**src/rtl/core/rfs_pkg.sv**
```systemverilog
`timescale 1ns / 1ps

package rfs_pkg;

    localparam logic [7:0]  PREAMBLE    = 8'hD3;
    localparam logic [23:0] CRC_POLY    = 24'h864CFB;
    localparam int          BYTE_W      = 8;
    localparam int          IDX_W       = 11;
    localparam int          LEN_W       = 10;
    localparam int          CRC_W       = 24;
    localparam int          TYPE_W      = 12;
    // header bytes (3) ahead of the payload, parity bytes (3) after it
    localparam logic [IDX_W-1:0] HDR_BYTES  = 11'd3;
    localparam logic [IDX_W-1:0] LAST_EXTRA = 11'd5;
    localparam logic [IDX_W-1:0] IDX_LEN_HI = 11'd1;
    localparam logic [IDX_W-1:0] IDX_LEN_LO = 11'd2;
    localparam logic [IDX_W-1:0] IDX_TYPE_HI = 11'd3;
    localparam logic [IDX_W-1:0] IDX_TYPE_LO = 11'd4;
    localparam logic [LEN_W-1:0] MIN_TYPE_LEN = 10'd2;

    typedef struct packed {
        logic [BYTE_W-1:0] frame_byte;
        logic [IDX_W-1:0]  byte_index;
        logic              frame_end;
        logic              crc_ok;
        logic [LEN_W-1:0]  payload_length;
        logic [TYPE_W-1:0] message_type;
    } rfs_result_t;

endpackage

```
**src/rtl/core/rfs_in_stage.sv**
```systemverilog
`timescale 1ns / 1ps

module rfs_in_stage
    import rfs_pkg::*;
(
    input  logic              aclk,
    input  logic              aresetn,
    input  logic              s_valid,
    output logic              s_ready,
    input  logic [BYTE_W-1:0] s_rx_byte,
    output logic              in_valid,
    output logic [BYTE_W-1:0] in_byte,
    input  logic              in_take
);

    logic              valid_reg;
    logic              valid_next;
    logic [BYTE_W-1:0] byte_reg;

    assign s_ready  = !valid_reg || in_take;
    assign in_valid = valid_reg;
    assign in_byte  = byte_reg;

    always_comb begin
        valid_next = valid_reg;
        if (s_valid && s_ready) begin
            valid_next = 1'b1;
        end else if (in_take) begin
            valid_next = 1'b0;
        end
    end

    always_ff @(posedge aclk) begin
        if (!aresetn) begin
            valid_reg <= 1'b0;
        end else begin
            valid_reg <= valid_next;
        end
    end

    always_ff @(posedge aclk) begin
        if (s_valid && s_ready) begin
            byte_reg <= s_rx_byte;
        end
    end

endmodule

```
**src/rtl/core/rfs_crc24q.sv**
```systemverilog
`timescale 1ns / 1ps

module rfs_crc24q
    import rfs_pkg::*;
(
    input  logic [CRC_W-1:0]  crc_in,
    input  logic [BYTE_W-1:0] data_in,
    output logic [CRC_W-1:0]  crc_out
);

    logic [CRC_W-1:0] c;
    logic             msb;

    // MSB-first, one bit per step, eight steps per byte
    always_comb begin
        c = crc_in ^ {data_in, 16'h0000};
        msb = 1'b0;
        for (int k = 0; k < BYTE_W; k++) begin
            msb = c[CRC_W-1];
            c = {c[CRC_W-2:0], 1'b0};
            if (msb) begin
                c = c ^ CRC_POLY;
            end
        end
        crc_out = c;
    end

endmodule

```
**src/rtl/core/rfs_framer.sv**
```systemverilog
`timescale 1ns / 1ps

module rfs_framer
    import rfs_pkg::*;
(
    input  logic              aclk,
    input  logic              aresetn,
    input  logic              in_valid,
    input  logic [BYTE_W-1:0] in_byte,
    output logic              in_take,
    output logic              out_valid,
    input  logic              out_ready,
    output rfs_result_t       out_result
);

    logic [IDX_W-1:0]  pos_reg,  pos_next;
    logic [LEN_W-1:0]  len_reg,  len_next;
    logic [CRC_W-1:0]  crc_reg,  crc_next;
    logic [CRC_W-1:0]  par_reg,  par_next;
    logic [TYPE_W-1:0] type_reg, type_next;
    logic              out_valid_reg, out_valid_next;
    rfs_result_t       result_reg, result_next;

    logic              hunting;
    logic              drop;
    logic              load;
    logic              in_crc;
    logic              last;
    logic [LEN_W-1:0]  len_base;
    logic [CRC_W-1:0]  crc_base;
    logic [CRC_W-1:0]  par_base;
    logic [TYPE_W-1:0] type_base;
    logic [CRC_W-1:0]  crc_upd;

    rfs_crc24q u_crc (
        .crc_in  (crc_base),
        .data_in (in_byte),
        .crc_out (crc_upd)
    );

    assign hunting = (pos_reg == '0);
    assign drop    = hunting && (in_byte != PREAMBLE);
    assign in_take = in_valid && (!out_valid_reg || out_ready);
    assign load    = in_take && !drop;

    always_comb begin
        // a preamble starts from a clean frame context
        len_base  = hunting ? '0 : len_reg;
        crc_base  = hunting ? '0 : crc_reg;
        par_base  = hunting ? '0 : par_reg;
        type_base = hunting ? '0 : type_reg;

        len_next = len_base;
        if (pos_reg == IDX_LEN_HI) begin
            len_next = {in_byte[1:0], 8'h00};
        end else if (pos_reg == IDX_LEN_LO) begin
            len_next = {len_base[LEN_W-1:LEN_W-2], in_byte};
        end

        type_next = type_base;
        if (pos_reg == IDX_TYPE_HI) begin
            type_next = {in_byte, 4'h0};
        end else if (pos_reg == IDX_TYPE_LO) begin
            type_next = {type_base[TYPE_W-1:4], in_byte[7:4]};
        end

        in_crc   = pos_reg < ({1'b0, len_next} + HDR_BYTES);
        crc_next = in_crc ? crc_upd : crc_base;
        par_next = in_crc ? par_base : {par_base[CRC_W-BYTE_W-1:0], in_byte};

        last     = (pos_reg >= IDX_LEN_LO) && (pos_reg == ({1'b0, len_next} + LAST_EXTRA));
        pos_next = last ? '0 : pos_reg + 1'b1;

        result_next.frame_byte     = in_byte;
        result_next.byte_index     = pos_reg;
        result_next.frame_end      = last;
        result_next.crc_ok         = last && (crc_next == par_next);
        result_next.payload_length = (pos_reg >= IDX_LEN_LO) ? len_next : '0;
        result_next.message_type   = (last && (len_next >= MIN_TYPE_LEN)) ? type_next : '0;

        out_valid_next = out_valid_reg;
        if (load) begin
            out_valid_next = 1'b1;
        end else if (out_ready) begin
            out_valid_next = 1'b0;
        end
    end

    always_ff @(posedge aclk) begin
        if (!aresetn) begin
            pos_reg       <= '0;
            len_reg       <= '0;
            crc_reg       <= '0;
            par_reg       <= '0;
            type_reg      <= '0;
            out_valid_reg <= 1'b0;
        end else begin
            out_valid_reg <= out_valid_next;
            if (load) begin
                pos_reg  <= pos_next;
                len_reg  <= len_next;
                crc_reg  <= crc_next;
                par_reg  <= par_next;
                type_reg <= type_next;
            end
        end
    end

    always_ff @(posedge aclk) begin
        if (load) begin
            result_reg <= result_next;
        end
    end

    assign out_valid  = out_valid_reg;
    assign out_result = result_reg;

`ifndef ASSERT_OFF
    a_end_index: assert property (@(posedge aclk) disable iff (!aresetn)
        out_valid_reg && result_reg.frame_end |->
        result_reg.byte_index == ({1'b0, result_reg.payload_length} + LAST_EXTRA))
        else $error("frame end at wrong index");

    a_end_rehunt: assert property (@(posedge aclk) disable iff (!aresetn)
        load && last |=> pos_reg == '0)
        else $error("framer did not return to hunting after frame end");

    a_ok_at_end: assert property (@(posedge aclk) disable iff (!aresetn)
        out_valid_reg && (result_reg.crc_ok || result_reg.message_type != '0) |->
        result_reg.frame_end)
        else $error("end-of-frame fields set mid-frame");

    a_drop_holds: assert property (@(posedge aclk) disable iff (!aresetn)
        in_take && drop |=> $stable(pos_reg))
        else $error("dropped byte changed frame position");
`endif

endmodule

```
**src/rtl/core/rtcm3_frame_sync_crc24q_top.sv**
```systemverilog
`timescale 1ns / 1ps

// RTCM 3 frame synchronizer with CRC-24Q check.
// Input channel (s_valid/s_ready/s_rx_byte) takes one received byte per transfer.
// While hunting, every byte other than the 0xD3 preamble is dropped with no result.
// From the preamble on, each byte of the frame (header, payload, three parity
// bytes) yields one result transfer on the m_ channel with its index in the frame.
// The last parity byte carries m_frame_end, m_crc_ok (CRC-24Q over header and
// payload against the big-endian parity) and the 12-bit message type, or zero
// for a payload under two bytes; a failed frame is still passed out, flagged by
// m_crc_ok low. Each accepted byte passes the input register, then the result
// register, before it shows on m_*. Throughput: one byte per cycle while m_ready
// is high, set by the byte-wide CRC update in the framing stage.
// Reset (aresetn low, synchronous) empties both registers and puts the
// framer in hunting state.
// When the receiver stalls, the result register holds its transfer, the input
// register fills, and s_ready drops; no byte is lost.
module rtcm3_frame_sync_crc24q_top
    import rfs_pkg::*;
(
    input  logic              aclk,
    input  logic              aresetn,
    input  logic              s_valid,
    output logic              s_ready,
    input  logic [BYTE_W-1:0] s_rx_byte,
    output logic              m_valid,
    input  logic              m_ready,
    output logic [BYTE_W-1:0] m_frame_byte,
    output logic [IDX_W-1:0]  m_byte_index,
    output logic              m_frame_end,
    output logic              m_crc_ok,
    output logic [LEN_W-1:0]  m_payload_length,
    output logic [TYPE_W-1:0] m_message_type
);

    logic              in_valid;
    logic [BYTE_W-1:0] in_byte;
    logic              in_take;
    rfs_result_t       result;

    rfs_in_stage u_in (
        .aclk      (aclk),
        .aresetn   (aresetn),
        .s_valid   (s_valid),
        .s_ready   (s_ready),
        .s_rx_byte (s_rx_byte),
        .in_valid  (in_valid),
        .in_byte   (in_byte),
        .in_take   (in_take)
    );

    rfs_framer u_framer (
        .aclk       (aclk),
        .aresetn    (aresetn),
        .in_valid   (in_valid),
        .in_byte    (in_byte),
        .in_take    (in_take),
        .out_valid  (m_valid),
        .out_ready  (m_ready),
        .out_result (result)
    );

    assign m_frame_byte     = result.frame_byte;
    assign m_byte_index     = result.byte_index;
    assign m_frame_end      = result.frame_end;
    assign m_crc_ok         = result.crc_ok;
    assign m_payload_length = result.payload_length;
    assign m_message_type   = result.message_type;

endmodule
```
**config.mk**
```make
export PLATFORM = sky130hd
export DESIGN_NAME = rtcm3_frame_sync_crc24q_top
export DESIGN_NICKNAME = d
export VERILOG_FILES = /design/src/rtl/core/rfs_pkg.sv /design/src/rtl/core/rfs_in_stage.sv /design/src/rtl/core/rfs_crc24q.sv /design/src/rtl/core/rfs_framer.sv /design/src/rtl/core/rtcm3_frame_sync_crc24q_top.sv
export SDC_FILE = /design/constraint.sdc
export NUM_CORES = 1
export LEC_CHECK = 0
export BUFFER_PORTS_ARGS = -buffer_cell sky130_fd_sc_hd__buf_4
export CAP_MARGIN = 20
export CORE_MARGIN = 4
export CORE_UTILIZATION = 65
export DETAILED_ROUTE_END_ITERATION = 8
export PLACE_DENSITY_LB_ADDON = 0.12
export SLEW_MARGIN = 20
export SYNTH_ARGS = -nofsm -noshare
export SYNTH_HDL_FRONTEND = slang
export SYNTH_HIERARCHICAL = 1
export SYNTH_SLANG_ARGS = --single-unit
```
**constraint.sdc**
```tcl
create_clock -name aclk -period 9.6 [get_ports aclk]
set_clock_uncertainty 0.05 [all_clocks]
set_input_delay 0.96 -clock aclk [delete_from_list [all_inputs] [get_ports aclk]]
set_output_delay 0.96 -clock aclk [all_outputs]
set_load 0.03 [all_outputs]
```
==> results.md <==
* Result of the run: finished clean
* Clock H-tree levels at 4
* Worst min-delay path class: reg -> reg
* Overall fraction of global-route tracks in use at 0.303
* TritonCTS Buffers at 17
* CP max-delay cell: sky130_fd_sc_hd__and2_1
* Iteration count of the initial detailed-routing pass at 6
* Peak supply drop at 0.000143 V
* Clock Sink Count at roughly 130
* Number of pins with negative max-slew slack in the final report at 0
* GR Overflow Total at 0
* Xor and xnor area share after synthesis at 0.143
* Number of nets with antenna violations after routing at 0
* Crit start category: flop
* Simple-gate area share of the yosys netlist at 0.211
* Final cell count without fillers at around 990
* Dominant cell type by area after synthesis: sky130_fd_sc_hd__dfxtp_1
* Effective utilization at floorplan at 0.676
* Max-cap viol count at 0
* Critical Path Sink Type: flop
* Stage delay of the slowest cell on the critical path at roughly 960 ps
* WP data arrival at 6370 ps
* Adder and majority gate portion of the synthesized area at 0.0287
* Post-layout minimum cycle time at 6060 ps
* Highest clock frequency the design can meet at 165 MHz
* Vias per cell at a little under 7
* Buffers on Ports at 56
* Crit-path max FO at 24
* Share of the synthesized area in the top cell type at 0.212
* Setup Fix Bufs, Post-CTS at 0
* Clk_lat worst skew at roughly 430 ps
* Commonest cells in the synthesized netlist: sky130_fd_sc_hd__nor2b_1 (97), sky130_fd_sc_hd__dfxtp_1 (83), sky130_fd_sc_hd__xnor2_1 (67), sky130_fd_sc_hd__a22oi_1 (65), sky130_fd_sc_hd__nor2_1 (57)
* Final WL at roughly 21,000 um
* Fraction of layout cells with a size suffix above 1 at 0.147
* Number of placement rows at 39
* Dominant combinational cell family by area after synthesis: simple AND/OR/NAND/NOR gates
* Detailed Place HPWL at between 10,000 and 15,000 um
* Fraction of the yosys area taken by sequential cells at 0.407
* Post-CTS clock slew at the launch and capture registers of the worst setup and hold paths at roughly 60 ps
* Syn Std Cell Area at just under 8000 um2
* Max-slew headroom at 0.269
* WHS at about 450 ps
* Buffers plus inverters on the worst setup path at 0
* Post-synthesis compound-gate area fraction at 0.176
* Number of standard cells after synthesis at ~800
* Setup violations, final at 0
* Dpl cells at between 900 and 1,000
* Critical path class: reg -> reg
* Largest delay contributor family on the critical path: simple AND/OR/NAND/NOR gates
* Largest register FFs at 43
* Number of different library cells in the post-synthesis netlist at 71
* Number of buffers inserted by hold repair at cts at 0
* Area used by sequential logic in the layout at between 3000 and 4000 um2
* GPL Wtd Cong at approximately 1
* Via count of the routed design at 6,663
* Area grow syn2layout at 13.1%
* Vias in the first global route at 6,457
* Unrepaired setup endpoints after global routing: false
* Share of synthesized registers carrying an async set or reset at 0
* Die height at around 120 um
* Req. time, crit path at 9910 ps
* Synth warnings at 6
* Number of fill cells in the layout at between 700 and 800
* Mean routed wirelength per cell at between 20 and 25 um
* Maximum buffer depth of the clock tree at 2
* Root Driver: sky130_fd_sc_hd__clkbuf_16
* DRT iter0 DRCs at roughly 650
* Count of flip-flops with a built-in enable after synthesis at a little over 50
* Final hold violations at 0
* Fin util at 0.765
* Synth top area cells: sky130_fd_sc_hd__dfxtp_1 (21%), sky130_fd_sc_hd__edfxtp_1 (19%), sky130_fd_sc_hd__nor2b_1 (7.7%), sky130_fd_sc_hd__xnor2_1 (7.5%), sky130_fd_sc_hd__a22oi_1 (6.2%)
* Maximum number of pins on one net before global-route repair at 76
* Footprint of the multi-input gates at roughly 4400 um2
* Leakage dissipation at 0.00313 uW
* Die area at 13,900 um2
* TNS Setup at 0 ps
* Pwr per Cell Area at 157 nW/um2
* Final cycle utilization of the critical path at 0.632
* Width of the die at between 100 and 150 um
* Ys flop type: sky130_fd_sc_hd__dfxtp_1
* I/O pin count at 57
* Cells traversed along the worst timing path: ha_1 > nor2b_1 > and4_1 > a22oi_2 > ha_1 > or3_1 > nor2_1 > xor2_1 > ha_1 > a21oi_1 > nor2b_1 > o21ai_0 > nand2_1 > o22ai_1 > and2_1 > a22oi_1 > nor2b_1
* Wire length of the first global-routing pass at between 30,000 and 40,000 um
* FF+latch count, synth at ~130
* Net count after synthesis at ~830
* DRC Markers at 0
* Number of nets at the end of the flow at 860
* Per-instance average area after synthesis at 9.85 um2
* Core ar. at 11,600 um2
* Clock tree from TritonCTS: done
* Fraction of synthesized area in multiplexers at 0.00143
* Number of antenna cells inserted at 0
* Worst slew pin tran at ~1100 ps
* Cts repair resizes at 0
* Number of antenna violations at the first check in global routing at 0
* Leading cell type by number of instances after synthesis: sky130_fd_sc_hd__nor2b_1
==> final timing paths <==
check                                        start                               end  slack (ps)  depth (start not counted)
hold / removal          u_in/in_valid$_SDFFE_PN0P_        u_in/in_valid$_SDFFE_PN0P_         450                          2
setup / recovery  u_framer/pos_reg[1]$_SDFFE_PN0P_  u_framer/crc_reg[2]$_SDFFE_PN0P_        3540                         17
setup reg to reg  u_framer/pos_reg[1]$_SDFFE_PN0P_  u_framer/crc_reg[2]$_SDFFE_PN0P_        3540                         17
hold reg to reg         u_in/in_valid$_SDFFE_PN0P_        u_in/in_valid$_SDFFE_PN0P_         450                          2
==> kinds of logic after synthesis <==
family                     after synthesis
adders and majority gates               18
buffers and inverters                   61
AOI/OAI and AO/OA                      182
muxes                                    1
and+or+nand+nor                        288
DFF                                    134
xor gates and xnor gates               113
==> cells in the final DEF, fill, tap and decap left out, drive strengths merged, types with 4 or more instances in the layout <==
cell / Yosys / layout
xnor2: 71 / 71
o32ai: 13 / 13
clkbuf: 41 / 19
buf: 9 / 64
nand4: 13 / 13
clkinv: 0 / 4
or3: 4 / 4
xor2: 37 / 37
nand2: 38 / 38
a22oi: 71 / 71
dfxtp: 83 / 83
o21ai: 15 / 15
o22ai: 4 / 4
o21a: 5 / 5
a21boi: 4 / 4
nor3: 16 / 16
o211a: 10 / 10
nand3: 12 / 12
ha: 18 / 18
xnor3: 4 / 4
and2: 8 / 8
nor2: 57 / 57
nor4bb: 15 / 15
inv: 11 / 14
and3: 4 / 4
nor4: 7 / 7
nor2b: 97 / 97
a31oi: 16 / 16
edfxtp: 51 / 51
clkinvlp: 0 / 4
o2111ai: 9 / 9
a21oi: 18 / 18
==> stage by stage <==
stage	instance area (um2)	power [uW]	setup WS [ps]
2_1_floorplan	7850	725	4880
3_3_place_gp	8300	753	3670
3_5_place_dp	8300	757	3680
4_1_cts	8880	1390	3670
5_1_grt	8880	1430	3220
6_report	8880	1390	3540
==> power breakdown <==
part	total [uW]	leakage [uW]	switching [uW]	internal (uW)
sequential	597	0.00110	6.54	591
clock	642	0.000270	257	385
combinational	152	0.00176	85.7	66.7
total	1390	0.00313	349	1040
==> layer usage <==
| layer | part of all wire | track usage |
|---|---|---|
| met1 | 0.39 | 0.379 |
| met2 | 0.49 | 0.508 |
| met3 | 0.084 | 0.0639 |
| met4 | 0.032 | 0.131 |
| met5 | 0 | 0 |
==> layout make-up <==
| type | count | area share |
|---|---|---|
| clock inverter | 13 | 0.0168 |
| timing repair buffer | 64 | 0.0541 |
| multi-input combinational | 602 | 0.496 |
| tap | 143 | 0.0201 |
| inverter | 11 | 0.00465 |
| clock buffer | 19 | 0.0487 |
| sequential | 134 | 0.359 |
==> tightest hold or removal path, cell delays in order (launching register included) <==
cell and delay (ps):
sky130_fd_sc_hd__dfxtp_1 330, sky130_fd_sc_hd__nand2b_4 80, sky130_fd_sc_hd__a21boi_2 50
Note: power is estimated with default switching activity, not from simulation.
